<file path="config.mk">
export PLATFORM = sky130hd
export DESIGN_NAME = multi_channel_watchdog_table_flat
export DESIGN_NICKNAME = d
export VERILOG_FILES = /design/src/sv/mcwd_pkg.sv /design/src/sv/mcwd_if.sv /design/src/sv/mcwd_front.sv /design/src/sv/mcwd_back.sv /design/src/sv/multi_channel_watchdog_table.sv /design/src/flat_wrapper.sv
export SDC_FILE = /design/constraint.sdc
export NUM_CORES = 1
export LEC_CHECK = 0
export BUFFER_PORTS_ARGS = -buffer_cell sky130_fd_sc_hd__buf_2
export CORE_MARGIN = 5
export CORE_UTILIZATION = 40
export DETAILED_ROUTE_END_ITERATION = 10
export SYNTH_ARGS = -nofsm -noshare
export SYNTH_HDL_FRONTEND = slang
export SYNTH_SLANG_ARGS = --single-unit
</file>
<file path="constraint.sdc">
create_clock -name clk -period 18.12 [get_ports clk]
set_input_delay 1.812 -clock clk [delete_from_list [all_inputs] [get_ports clk]]
set_output_delay 1.812 -clock clk [all_outputs]
set_load 0.005 [all_outputs]
</file>
<file path="src/sv/mcwd_pkg.sv">
// Package: shared types and constants for the watchdog table.
`timescale 1ns / 1ps
`default_nettype none
package mcwd_pkg;

    localparam int OP_W   = 2;
    localparam int CH_W   = 4;
    localparam int TIME_W = 32;

    localparam logic [OP_W-1:0] OP_START = 2'd0;
    localparam logic [OP_W-1:0] OP_STOP  = 2'd1;
    localparam logic [OP_W-1:0] OP_KICK  = 2'd2;
    localparam logic [OP_W-1:0] OP_CHECK = 2'd3;

    localparam logic KIND_ANSWER  = 1'b0;
    localparam logic KIND_TIMEOUT = 1'b1;

    typedef struct packed {
        logic [OP_W-1:0]   operation;
        logic              ch_ok;
        logic [CH_W-1:0]   channel;
        logic [TIME_W-1:0] duration;
        logic [TIME_W-1:0] time_stamp;
    } cmd_t;

    typedef struct packed {
        logic valid;
        cmd_t cmd;
    } head_t;

endpackage
`default_nettype wire

</file>
<file path="src/sv/mcwd_if.sv">
// Interfaces: command and response channels of the watchdog table.
`timescale 1ns / 1ps
`default_nettype none
interface mcwd_cmd_if;
    logic                        valid;
    logic                        ready;
    logic [mcwd_pkg::OP_W-1:0]   operation;
    logic [mcwd_pkg::CH_W-1:0]   channel;
    logic [mcwd_pkg::TIME_W-1:0] duration;
    logic [mcwd_pkg::TIME_W-1:0] time_stamp;

    modport source (output valid, output operation, output channel, output duration,
                    output time_stamp, input ready);
    modport sink (input valid, input operation, input channel, input duration,
                  input time_stamp, output ready);
endinterface

interface mcwd_rsp_if;
    logic                        valid;
    logic                        ready;
    logic                        kind;
    logic                        accepted;
    logic [mcwd_pkg::CH_W-1:0]   report_channel;
    logic [mcwd_pkg::TIME_W-1:0] last_kick_time;
    logic                        last;

    modport source (output valid, output kind, output accepted, output report_channel,
                    output last_kick_time, output last, input ready);
    modport sink (input valid, input kind, input accepted, input report_channel,
                  input last_kick_time, input last, output ready);
endinterface
`default_nettype wire

</file>
<file path="src/sv/mcwd_front.sv">
// Front end: accept commands, range-check the channel, queue them for the back end.
`timescale 1ns / 1ps
`default_nettype none
module mcwd_front #(
    parameter int CHANNELS = 16
) (
    input  wire logic    clk,
    input  wire logic    rst_n,
    mcwd_cmd_if.sink     cmd,
    output mcwd_pkg::head_t head,
    input  wire logic    pop
);

    localparam logic [6:0] CH_LIMIT = 7'(CHANNELS);

    mcwd_pkg::cmd_t q_mem [2];
    logic           wr_ptr_reg;
    logic           wr_ptr_next;
    logic           rd_ptr_reg;
    logic           rd_ptr_next;
    logic [1:0]     count_reg;
    logic [1:0]     count_next;
    logic           push;
    logic           do_pop;
    mcwd_pkg::cmd_t classified;

    assign cmd.ready = (count_reg != 2'd2);
    assign push      = cmd.valid && cmd.ready;
    assign do_pop    = pop && (count_reg != 2'd0);

    always_comb
    begin
        classified.operation  = cmd.operation;
        classified.ch_ok      = ({3'b000, cmd.channel} < CH_LIMIT);
        classified.channel    = cmd.channel;
        classified.duration   = cmd.duration;
        classified.time_stamp = cmd.time_stamp;
    end

    always_comb
    begin
        wr_ptr_next = push ? ~wr_ptr_reg : wr_ptr_reg;
        rd_ptr_next = do_pop ? ~rd_ptr_reg : rd_ptr_reg;
        count_next  = count_reg;
        if (push && !do_pop)
        begin
            count_next = count_reg + 2'd1;
        end
        else if (do_pop && !push)
        begin
            count_next = count_reg - 2'd1;
        end
    end

    always_ff @(posedge clk or negedge rst_n)
    begin
        if (!rst_n)
        begin
            wr_ptr_reg <= 1'b0;
            rd_ptr_reg <= 1'b0;
            count_reg  <= 2'd0;
        end
        else
        begin
            wr_ptr_reg <= wr_ptr_next;
            rd_ptr_reg <= rd_ptr_next;
            count_reg  <= count_next;
        end
    end

    always_ff @(posedge clk)
    begin
        if (push)
        begin
            q_mem[wr_ptr_reg] <= classified;
        end
    end

    always_comb
    begin
        head.valid = (count_reg != 2'd0);
        head.cmd   = q_mem[rd_ptr_reg];
    end

endmodule
`default_nettype wire

</file>
<file path="src/sv/mcwd_back.sv">
// Back end: channel table, command execution, timeout scan and result register.
`timescale 1ns / 1ps
`default_nettype none
module mcwd_back #(
    parameter int CHANNELS  = 16,
    parameter int TIME_BITS = 32
) (
    input  wire logic            clk,
    input  wire logic            rst_n,
    input  wire mcwd_pkg::head_t head,
    output logic                 pop,
    mcwd_rsp_if.source           rsp
);

    localparam int NCH      = (CHANNELS < 16) ? CHANNELS : 16;
    localparam int CW       = (NCH > 1) ? $clog2(NCH) : 1;
    localparam int TW       = (TIME_BITS < 32) ? TIME_BITS : 32;
    localparam logic [CW-1:0] LAST_IDX = CW'(NCH - 1);

    localparam logic [1:0] ST_IDLE = 2'd0;
    localparam logic [1:0] ST_SCAN = 2'd1;
    localparam logic [1:0] ST_DONE = 2'd2;

    logic [TW-1:0]  dur_mem [NCH];
    logic [TW-1:0]  lk_mem  [NCH];

    logic [1:0]     state_reg, state_next;
    logic [NCH-1:0] active_reg, active_next;
    logic [CW-1:0]  idx_reg, idx_next;
    logic [TW-1:0]  now_reg, now_next;
    logic           pend_valid_reg, pend_valid_next;
    logic [CW-1:0]  pend_ch_reg, pend_ch_next;
    logic [TW-1:0]  pend_lk_reg, pend_lk_next;
    logic           out_valid_reg, out_valid_next;
    logic           out_kind_reg, out_kind_next;
    logic           out_acc_reg, out_acc_next;
    logic [mcwd_pkg::CH_W-1:0]   out_ch_reg, out_ch_next;
    logic [mcwd_pkg::TIME_W-1:0] out_lk_reg, out_lk_next;
    logic           out_last_reg, out_last_next;
    logic [TW-1:0]  rd_lk_reg;
    logic [TW-1:0]  rd_dur_reg;

    mcwd_pkg::cmd_t hc;
    logic [CW-1:0]  head_idx;
    logic           out_free;
    logic           ok;
    logic           advance;
    logic           exp_hit;
    logic [TW:0]    deadline;
    logic [TW-1:0]  scan_lk;
    logic [TW-1:0]  scan_dur;
    logic           we_lk, we_dur;
    logic [TW-1:0]  wr_lk, wr_dur;

    assign hc       = head.cmd;
    assign head_idx = hc.channel[CW-1:0];
    assign out_free = !out_valid_reg || rsp.ready;
    assign scan_lk  = rd_lk_reg;
    assign scan_dur = rd_dur_reg;
    assign deadline = {1'b0, scan_lk} + {1'b0, scan_dur};
    assign exp_hit  = active_reg[idx_reg] && (deadline < {1'b0, now_reg});

    always_comb
    begin
        state_next      = state_reg;
        active_next     = active_reg;
        idx_next        = idx_reg;
        now_next        = now_reg;
        pend_valid_next = pend_valid_reg;
        pend_ch_next    = pend_ch_reg;
        pend_lk_next    = pend_lk_reg;
        out_valid_next  = out_valid_reg && !rsp.ready;
        out_kind_next   = out_kind_reg;
        out_acc_next    = out_acc_reg;
        out_ch_next     = out_ch_reg;
        out_lk_next     = out_lk_reg;
        out_last_next   = out_last_reg;
        pop             = 1'b0;
        ok              = 1'b0;
        advance         = 1'b0;
        we_lk           = 1'b0;
        we_dur          = 1'b0;
        wr_lk           = hc.time_stamp[TW-1:0];
        wr_dur          = hc.duration[TW-1:0];
        case (state_reg)
            ST_IDLE:
            begin
                if (head.valid)
                begin
                    case (hc.operation)
                        mcwd_pkg::OP_START,
                        mcwd_pkg::OP_STOP:
                        begin
                            if (out_free)
                            begin
                                pop = 1'b1;
                                if (hc.operation == mcwd_pkg::OP_START)
                                begin
                                    ok = hc.ch_ok && !active_reg[head_idx];
                                    if (ok)
                                    begin
                                        active_next[head_idx] = 1'b1;
                                        we_lk  = 1'b1;
                                        we_dur = 1'b1;
                                    end
                                end
                                else
                                begin
                                    ok = hc.ch_ok && active_reg[head_idx];
                                    if (ok)
                                    begin
                                        active_next[head_idx] = 1'b0;
                                    end
                                end
                                out_valid_next = 1'b1;
                                out_kind_next  = mcwd_pkg::KIND_ANSWER;
                                out_acc_next   = ok;
                                out_ch_next    = hc.channel;
                                out_lk_next    = '0;
                                out_last_next  = 1'b1;
                            end
                        end
                        mcwd_pkg::OP_KICK:
                        begin
                            pop = 1'b1;
                            if (hc.ch_ok)
                            begin
                                if (!active_reg[head_idx])
                                begin
                                    active_next[head_idx] = 1'b1;
                                    we_dur = 1'b1;
                                    wr_dur = '0;
                                end
                                we_lk = 1'b1;
                            end
                        end
                        default:
                        begin
                            pop             = 1'b1;
                            now_next        = hc.time_stamp[TW-1:0];
                            idx_next        = '0;
                            pend_valid_next = 1'b0;
                            state_next      = ST_SCAN;
                        end
                    endcase
                end
            end
            ST_SCAN:
            begin
                advance = 1'b1;
                if (exp_hit)
                begin
                    if (pend_valid_reg)
                    begin
                        if (out_free)
                        begin
                            out_valid_next = 1'b1;
                            out_kind_next  = mcwd_pkg::KIND_TIMEOUT;
                            out_acc_next   = 1'b0;
                            out_ch_next    = mcwd_pkg::CH_W'(pend_ch_reg);
                            out_lk_next    = mcwd_pkg::TIME_W'(pend_lk_reg);
                            out_last_next  = 1'b0;
                            pend_ch_next   = idx_reg;
                            pend_lk_next   = scan_lk;
                        end
                        else
                        begin
                            advance = 1'b0;
                        end
                    end
                    else
                    begin
                        pend_valid_next = 1'b1;
                        pend_ch_next    = idx_reg;
                        pend_lk_next    = scan_lk;
                    end
                end
                if (advance)
                begin
                    if (idx_reg == LAST_IDX)
                    begin
                        state_next = ST_DONE;
                    end
                    else
                    begin
                        idx_next = idx_reg + CW'(1);
                    end
                end
            end
            ST_DONE:
            begin
                if (!pend_valid_reg)
                begin
                    state_next = ST_IDLE;
                end
                else if (out_free)
                begin
                    out_valid_next  = 1'b1;
                    out_kind_next   = mcwd_pkg::KIND_TIMEOUT;
                    out_acc_next    = 1'b0;
                    out_ch_next     = mcwd_pkg::CH_W'(pend_ch_reg);
                    out_lk_next     = mcwd_pkg::TIME_W'(pend_lk_reg);
                    out_last_next   = 1'b1;
                    pend_valid_next = 1'b0;
                    state_next      = ST_IDLE;
                end
            end
            default:
            begin
                state_next = ST_IDLE;
            end
        endcase
    end

    always_ff @(posedge clk or negedge rst_n)
    begin
        if (!rst_n)
        begin
            state_reg      <= ST_IDLE;
            active_reg     <= '0;
            pend_valid_reg <= 1'b0;
            out_valid_reg  <= 1'b0;
            idx_reg        <= '0;
        end
        else
        begin
            state_reg      <= state_next;
            active_reg     <= active_next;
            pend_valid_reg <= pend_valid_next;
            out_valid_reg  <= out_valid_next;
            idx_reg        <= idx_next;
        end
    end

    always_ff @(posedge clk)
    begin
        now_reg      <= now_next;
        pend_ch_reg  <= pend_ch_next;
        pend_lk_reg  <= pend_lk_next;
        out_kind_reg <= out_kind_next;
        out_acc_reg  <= out_acc_next;
        out_ch_reg   <= out_ch_next;
        out_lk_reg   <= out_lk_next;
        out_last_reg <= out_last_next;
        rd_lk_reg    <= lk_mem[idx_next];
        rd_dur_reg   <= dur_mem[idx_next];
        if (we_lk)
        begin
            lk_mem[head_idx] <= wr_lk;
        end
        if (we_dur)
        begin
            dur_mem[head_idx] <= wr_dur;
        end
    end

    assign rsp.valid          = out_valid_reg;
    assign rsp.kind           = out_kind_reg;
    assign rsp.accepted       = out_acc_reg;
    assign rsp.report_channel = out_ch_reg;
    assign rsp.last_kick_time = out_lk_reg;
    assign rsp.last           = out_last_reg;

    a_answer_is_last: assert property (@(posedge clk) disable iff (!rst_n)
        (out_valid_reg && (out_kind_reg == mcwd_pkg::KIND_ANSWER)) |-> out_last_reg)
        else $error("start/stop answer without last");

    a_answer_follows_pop: assert property (@(posedge clk) disable iff (!rst_n)
        (pop && ((hc.operation == mcwd_pkg::OP_START) || (hc.operation == mcwd_pkg::OP_STOP)))
        |=> (out_valid_reg && (out_kind_reg == mcwd_pkg::KIND_ANSWER)))
        else $error("start/stop transfer produced no answer");

    a_kick_silent: assert property (@(posedge clk) disable iff (!rst_n)
        (pop && (hc.operation == mcwd_pkg::OP_KICK) && !out_valid_reg) |=> !out_valid_reg)
        else $error("kick produced a result");

    a_pop_only_idle: assert property (@(posedge clk) disable iff (!rst_n)
        pop |-> ((state_reg == ST_IDLE) && head.valid))
        else $error("queue popped outside idle");

    a_done_empty_returns: assert property (@(posedge clk) disable iff (!rst_n)
        ((state_reg == ST_DONE) && !pend_valid_reg) |=> (state_reg == ST_IDLE))
        else $error("scan did not finish");

endmodule
`default_nettype wire

</file>
<file path="src/sv/multi_channel_watchdog_table.sv">
// Top level: multi-channel watchdog table, front end plus back end.
//
//   port   dir    transfer carries
//   ----   ----   -------------------------------------------------------
//   cmd    sink   operation, channel, duration, time_stamp
//   rsp    source kind, accepted, report_channel, last_kick_time, last
//
// Start, stop and kick are each handled in the back end's idle state; a check
// scans min(CHANNELS,16) entries, one entry a cycle unless a stalled rsp holds it.
// A 2-entry command queue lets cmd accept while the back end works or rsp stalls.
// Reset clears the active bits and queue; table entries need no clearing pass.
// A stalled rsp holds the scan only when a second expired channel is found.
`timescale 1ns / 1ps
`default_nettype none
module multi_channel_watchdog_table #(
    parameter int CHANNELS  = 16,
    parameter int TIME_BITS = 32
) (
    input  wire logic clk,
    input  wire logic rst_n,
    mcwd_cmd_if.sink   cmd,
    mcwd_rsp_if.source rsp
);

    mcwd_pkg::head_t head;
    logic            pop;

    mcwd_front #(
        .CHANNELS (CHANNELS)
    ) u_front (
        .clk   (clk),
        .rst_n (rst_n),
        .cmd   (cmd),
        .head  (head),
        .pop   (pop)
    );

    mcwd_back #(
        .CHANNELS  (CHANNELS),
        .TIME_BITS (TIME_BITS)
    ) u_back (
        .clk   (clk),
        .rst_n (rst_n),
        .head  (head),
        .pop   (pop),
        .rsp   (rsp)
    );

endmodule
`default_nettype wire
</file>
<file path="src/flat_wrapper.sv">
// flat-port wrapper written by rule: the top's interface ports become plain ports
module multi_channel_watchdog_table_flat 
#(
    parameter int CHANNELS  = 16,
    parameter int TIME_BITS = 32
)
  (clk, rst_n, cmd_valid, cmd_operation, cmd_channel, cmd_duration, cmd_time_stamp, cmd_ready, rsp_valid, rsp_kind, rsp_accepted, rsp_report_channel, rsp_last_kick_time, rsp_last, rsp_ready);
  mcwd_cmd_if cmd_i ();
  mcwd_rsp_if rsp_i ();
  input  wire logic clk;
  input  wire logic rst_n;
  input wire logic [$bits(cmd_i.valid)-1:0] cmd_valid;
  input wire logic [$bits(cmd_i.operation)-1:0] cmd_operation;
  input wire logic [$bits(cmd_i.channel)-1:0] cmd_channel;
  input wire logic [$bits(cmd_i.duration)-1:0] cmd_duration;
  input wire logic [$bits(cmd_i.time_stamp)-1:0] cmd_time_stamp;
  output wire logic [$bits(cmd_i.ready)-1:0] cmd_ready;
  output wire logic [$bits(rsp_i.valid)-1:0] rsp_valid;
  output wire logic [$bits(rsp_i.kind)-1:0] rsp_kind;
  output wire logic [$bits(rsp_i.accepted)-1:0] rsp_accepted;
  output wire logic [$bits(rsp_i.report_channel)-1:0] rsp_report_channel;
  output wire logic [$bits(rsp_i.last_kick_time)-1:0] rsp_last_kick_time;
  output wire logic [$bits(rsp_i.last)-1:0] rsp_last;
  input wire logic [$bits(rsp_i.ready)-1:0] rsp_ready;
  assign cmd_i.valid = cmd_valid;
  assign cmd_i.operation = cmd_operation;
  assign cmd_i.channel = cmd_channel;
  assign cmd_i.duration = cmd_duration;
  assign cmd_i.time_stamp = cmd_time_stamp;
  assign cmd_ready = cmd_i.ready;
  assign rsp_valid = rsp_i.valid;
  assign rsp_kind = rsp_i.kind;
  assign rsp_accepted = rsp_i.accepted;
  assign rsp_report_channel = rsp_i.report_channel;
  assign rsp_last_kick_time = rsp_i.last_kick_time;
  assign rsp_last = rsp_i.last;
  assign rsp_i.ready = rsp_ready;
  multi_channel_watchdog_table #(.CHANNELS(CHANNELS), .TIME_BITS(TIME_BITS)) u_core (.clk(clk), .rst_n(rst_n), .cmd(cmd_i), .rsp(rsp_i));
endmodule
</file>
# Word level (Yosys, flattened, before mapping)
# Memories as Yosys holds them, arrays and structs flattened. A register that Yosys moved wholly into a read port is not among the register bits.
# Index checks and enable logic that the tools add are counted.
# W data, S select, Z words.
[op_classes]
add_sub_neg = 4
n_lt_le_gt_ge = 4
eq_ne = 23
muxes = 109
bitwise_logic = 6
n_reduce_logical = 30
[op_table]
columns = ["cell", "count"]
rows = [
  ["$mux W32", 13],
  ["$mux W16", 6],
  ["$pmux W32 S3", 1],
  ["$mux W1", 55],
  ["$mux W4", 12],
  ["$add A32 B32 Y33", 1],
  ["$lt A33 B32 Y1", 1],
  ["$pmux W16 S2", 1],
  ["$ne A2 B2 Y1 const B", 12],
  ["$and A16 B16 Y16", 1],
  ["$mux W2", 8],
  ["$not A16 Y16", 1],
  ["$or A16 B16 Y16", 1],
  ["$pmux W1 S3", 5],
  ["$pmux W4 S3", 1],
  ["$lt A4 B5 Y1 const B", 2],
  ["$reduce_and A5 Y1", 2],
  ["$ne A3 B3 Y1 const B", 3],
  ["$bmux W1 S4", 2],
  ["$pmux W4 S2", 1],
  ["$reduce_and A8 Y1", 1],
  ["$logic_and A1 B1 Y1", 7],
  ["$reduce_and A7 Y1", 1],
  ["$ne A2 B1 Y1 const B", 3],
  ["21 further kinds", 35],
]
[totals]
register_bits = 135
mem_bits_rw = 1164
input_bits = 74
out_inout_bits = 41
word_cells = 195
n_memories = 3
[mem_list]
columns = ["memory", "words", "width", "rd", "rd_clocked_by_memory_dff", "write_ports", "line_no", "text"]
rows = [
  ["u_core.u_back.dur_mem", 16, 32, 1, 1, 1, "mcwd_back.sv:24", "logic [TW-1:0] dur_mem [NCH];"],
  ["u_core.u_back.lk_mem", 16, 32, 1, 1, 1, "mcwd_back.sv:25", "logic [TW-1:0] lk_mem [NCH];"],
  ["u_core.u_front.q_mem", 2, 70, 1, 0, 1, "mcwd_front.sv:16", "mcwd_pkg::cmd_t q_mem [2];"],
]

# Longest topological paths before layout
# An unclocked memory read counts as a cell.
[logic_depth]
word_depth = 13
ltp_mapped = 28
depth_no_buf = 25

# By module
# From an unflattened synthesis, not the netlist that was laid out.
[unflattened]
cells_unflattened = 3578
area_unflattened_um2 = 57182.3
[modules_own_cells]
columns = ["mod", "instances", "cells_per_inst", "area_per_inst_um2", "seq_area_each_um2"]
rows = [
  ["mcwd_back", 1, 3340, 51574.5, 35844.4],
  ["mcwd_front", 1, 238, 5607.9, 4304.1],
]

# Worst setup path after synthesis
# Ideal clock, no wire load.
[synth_path]
path_kind = "register -> register"
start = "reg u_core.u_back.rd_lk_reg[1], read port of u_core.u_back.lk_mem"
end = "reg u_core.u_back.pend_ch_reg[0], enable pin"
setup_time_ns = 0.474
arrival_ns = 6.854
t_required_ns = 17.646
setup_slack_ns = 10.792
path_stages_with_launch = 20
n_path_buf = 0
period_less_slack_ns = 7.328
cell_sequence = "dfxtp_1 > ha_1 > a21o_1 > a21o_1 > a2111oi_0 > o31ai_1 > o311ai_1 > a31oi_1 > a31oi_1 > o21ai_1 > a211oi_1 > xnor2_1 > ha_1 > or2_2 > a41oi_1 > o2111ai_1 > or3_4 > nor2_2 > inv_1 > nor3_1"
[synth_via]
elab_chain_len = 4
[synth_lines]
columns = ["element", "line_no", "text"]
rows = [
  ["start, declared", "mcwd_back.sv:40", "logic [TW-1:0] rd_lk_reg;"],
  ["$add A32 B32 Y33", "mcwd_back.sv:60", "assign deadline = {1'b0, scan_lk} + {1'b0, scan_dur};"],
  ["$lt A33 B32 Y1", "mcwd_back.sv:61", "assign exp_hit = active_reg[idx_reg] && (deadline < {1'b0, now_reg});"],
  ["$logic_and A1 B1 Y1", "mcwd_back.sv:61", ""],
  ["$reduce_and A3 Y1 (no line)", "-", ""],
  ["end signal, assigned", "mcwd_back.sv:238", "pend_ch_reg <= pend_ch_next;"],
  ["end, declared", "mcwd_back.sv:32", "logic [CW-1:0] pend_ch_reg, pend_ch_next;"],
]
# Every way passes these cells.
# A chain may end at the register's enable or synchronous reset.

# Worst setup path in the final report
[layout_path]
start = "reg u_core.u_back.rd_lk_reg[1], read port of u_core.u_back.lk_mem"
end = "reg u_core.u_back.rd_dur_reg[0], read port of u_core.u_back.dur_mem"
[layout_via]
elab_chain_len = 7
[layout_lines]
columns = ["element", "line_no", "text"]
rows = [
  ["$add A32 B32 Y33", "mcwd_back.sv:60", ""],
  ["$lt A33 B32 Y1", "mcwd_back.sv:61", ""],
  ["$logic_and A1 B1 Y1", "mcwd_back.sv:61", ""],
  ["$mux W1", "mcwd_back.sv:151", "if (exp_hit)"],
  ["$mux W1", "mcwd_back.sv:85", "case (state_reg)"],
  ["$mux W4", "mcwd_back.sv:178", "if (advance)"],
  ["$pmux W4 S2", "mcwd_back.sv:85", ""],
  ["end, declared", "mcwd_back.sv:41", "logic [TW-1:0] rd_dur_reg;"],
]
# Every way passes these cells. The select of a mux whose other input is x is not followed.

==> out/qor.csv <==
stage,metric,value,unit
run_status,outcome,"finished, final reports clean",
sta,Hold WS,0.452,ns
global_route,pin count of the biggest net entering global routing,185,
synth,"Seq/Total Area, Yosys",69.3,%
worst_setup_path,slowest CP cell,nor4_1,
synth,Gate Count Post-Synth,3758,
detailed_routing,post-route ant nets,0,
worst_setup_path,R2R cell count,23,
detailed_routing,WL/cell,27.9,microns
placement,Setup WS pre-CTS,9.30,ns
detailed_routing,number of remaining DRC errors,0,
detailed_routing,First-pass DRT Iterations,5,
sta,setup tns final,0,ns
worst_setup_path,crit-path max cell delay,0.86,ns
floorplan,Initial Util,40.3,%
global_route,GRT Total Usage,20.7,%
sta,Setup WS post-layout,9.04,ns
worst_setup_path,worst-path cell chain,ha_1 -> a21o_1 -> a21o_1 -> a2111oi_0 -> o31ai_1 -> o311ai_1 -> a31oi_1 -> a31oi_1 -> o21ai_1 -> a211oi_1 -> xnor2_1 -> ha_1 -> or2_2 -> a41oi_1 -> o2111ai_1 -> or3_4 -> or4_1 -> nand3_4 -> buf_4 -> buf_12 -> a2111oi_0 -> nor4_1 -> o221ai_1,
clock_network,hold-fix buffers at CTS,0,
sta,Final Critical Period,9.08,ns
clock_network,Post-CTS Setup Bufs,0,
synth,Ys Warns,0,
floorplan,die height,391,microns
global_route,vias in the first global route,34600,
global_route,global route overflow,0,
clock_network,CTS tree,yes,
floorplan,Die X,391,microns
sta,"Slew Viols, Final",0,
global_route,initial antenna violation count,20,
detailed_routing,drt total wl,161,mm
worst_setup_path,Worst setup SP type,flop,
synth,post-synthesis register bit count,1363,
synth,Yosys top cell by area,edfxtp_1,
clock_network,clk_lat worst skew,0.79,ns
worst_setup_path,Worst EP arrival,9.62,ns
placement,port buffer count,114,
synth,synth unique cells,73,
final_layout,Fill cells,12500,
sta,RSZ-0062 raised after global routing,no,
worst_setup_path,"Req. time, crit path",18.66,ns
synth,mean area per synthesized cell,15.4,sq um
synth,number of synthesized flops with an enable pin,1271,
sta,Fmax achieved,110,MHz
sta,Tcrit/Tclk final,50.1,%
final_layout,post-route cell area,0.0647,sq mm
power_and_ir_drop,worst-case vdd ir drop,0.000223,V
placement,Placer Congestion,0.864,
worst_setup_path,worst-path fanout max,149,
clock_network,clock buffer depth,3,
final_layout,"Net count, final",3896,
hold_path,Worst Hold Depth,0,
sta,final hold violation count,0,
clock_network,clk sinks,1363,
synth,Synth area leaders,"edfxtp_1 66%, mux2i_1 5.1%, a2111oi_0 3.9%",
sta,max_slew headroom,12.2,%
final_layout,top flop regs,"u_core.u_back.dur_mem x512, u_core.u_back.lk_mem x512, u_core.u_front.q_mem x140",
clock_network,Num CTS Buffers,143,
global_route,first-pass GRT wire length,238,mm
synth,ys async rst share,2.05,%
power_and_ir_drop,P_leak,0.0214,uW
hold_path,worst hold path class,flop to flop,
floorplan,Rows,139,
worst_setup_path,Critical Path Sink Type,flop,
power_and_ir_drop,power density cells,194,mW/mm^2
synth,Mapped Area,0.0580,sq mm
clock_network,Root Driver,clkbuf_16,
run,Max Cap Viol,0,
floorplan,Die ar.,0.153,sq mm
sta,clk_skew,0.0297,ns
placement,Detailed Place HPWL,84.7,mm
synth,total nets after synthesis,3905,
final_layout,share of layout cells above drive strength 1,17.2,%
placement,post-placement cell area,0.0603,sq mm
final_layout,Area Overhead vs Synth,11.7,%
worst_setup_path,kind of critical path,flop to flop,
synth,Yosys top cell area share,65.8,%
synth,top_reg_cell synth,edfxtp_1,
detailed_routing,Vias/cell,6.14,
clock_network,htree depth,4,
sta,final setup vio count,0,
floorplan,core area,0.144,sq mm
final_layout,"Core Util, Final",45.0,%
detailed_routing,initial DRC count,4004,
detailed_routing,via count,35500,
sta,Tightest Pin Transition,1.31,ns
floorplan,# IOs,115,
clock_network,Clock Pin Slew Worst Setup and Hold Paths,0.06,ns
clock_network,CTS resizes,0,
[synthesized netlist by cell type (22+ instances only)]
library cell	number
edfxtp_1	1271
mux2i_1	297
nand4_1	261
a2111oi_0	257
o31ai_1	257
clkbuf_1	230
mux2_2	185
nor2_1	112
nand2_1	110
ha_1	72
dfxtp_1	64
o221ai_1	56
nor4_1	55
buf_2	53
inv_1	51
a21oi_1	40
nand3_1	35
a21boi_0	34
buf_6	30
dfrtp_1	28
o21ai_0	28
xnor2_1	22
[logic make-up (layout without fill, tap and decap cells)]
group	after synthesis	after routing	synth area share, %
flops	1363	1363	69.3
compound gates	758	758	10.4
simple gates	645	645	6.11
mux	490	490	9.03
buf+inv	398	505	3.18
fa+ha+maj	73	73	1.59
xor+xnor	31	31	0.468
other cells	0	9	0
[worst max-delay path, delay by kind of cell (launching register included)]
kind	cells	cell delay (ns)
AND/OR/NAND/NOR	5	2.71
flip-flops	1	0.33
buffers and inverters	2	1.25
AO/OA/AOI/OAI	13	3.77
XOR/XNOR	1	0.11
adder cells (fa/ha/maj)	2	0.48
[layout by cell type (no fill, tap or decap), types with 39 or more instances in the layout]
cell,synthesis,layout
a2111oi_0,257,257
a21oi_1,40,39
buf_2,53,114
buf_4,9,70
clkbuf_1,230,39
clkbuf_16,0,146
dfxtp_1,64,64
edfxtp_1,1271,1271
ha_1,72,72
inv_1,51,51
mux2_2,185,185
mux2i_1,297,297
nand2_1,110,110
nand4_1,261,261
nor2_1,112,78
nor4_1,55,54
o221ai_1,56,56
o31ai_1,257,257
[layout make-up]
| type | instances | area (sq um) | area share (%) |
|---|---|---|---|
| diodes | 9 | 22.5 | 0.0348 |
| clock buffers | 190 | 3870 | 5.98 |
| clock inverters | 71 | 509 | 0.787 |
| inverters | 53 | 204 | 0.315 |
| multi-input cells | 1997 | 16400 | 25.3 |
| flip-flops and latches | 1363 | 40200 | 62.0 |
| well taps | 1903 | 2380 | 3.68 |
| repair buffers | 191 | 1240 | 1.91 |
[where the power goes]
group | switching [uW] | total, uW | internal, uW
Combinational | 3480 | 5310 | 1840
Clock | 1210 | 2760 | 1550
Sequential | 256 | 4520 | 4260
Total | 4940 | 12600 | 7650
[metal layers]
| layer | GRT usage [%] | share of wire, % | vias to the layer above |
|---|---|---|---|
| li1 | - | - | 15500 |
| met1 | 30.0 | 44 | 18100 |
| met2 | 31.2 | 45 | 1632 |
| met3 | 4.83 | 8.5 | 275 |
| met4 | 6.12 | 2.6 | 12 |
| met5 | 0 | 0.055 | - |
[worst paths after layout]
path | endpoint | startpoint | slack, ns
setup / recovery | u_core.u_back.rd_dur_reg[0]$_DFF_P_ | u_core.u_back.rd_lk_reg[1]$_DFF_P_ | 9.04
hold / removal | u_core.u_back.pend_lk_reg[15]$_DFFE_PP_ | u_core.u_back.rd_lk_reg[15]$_DFF_P_ | 0.45
setup reg to reg | u_core.u_back.rd_dur_reg[0]$_DFF_P_ | u_core.u_back.rd_lk_reg[1]$_DFF_P_ | 9.04
hold reg to reg | u_core.u_back.pend_lk_reg[15]$_DFFE_PP_ | u_core.u_back.rd_lk_reg[15]$_DFF_P_ | 0.45
max in group asynchronous | u_core.u_front.rd_ptr_reg$_DFFE_PN0P_ | rst_n | 16.51
min in group asynchronous | async pin | rst_n | 1.08
[per-stage QoR]
stage	total power, uW	instances
floorplan	8190	3758
global placement	9810	5507
detailed placement	9860	5507
CTS	12600	5768
global route	13200	5768
finish	12600	5777
Note: power is estimated with default switching activity, not from simulation.
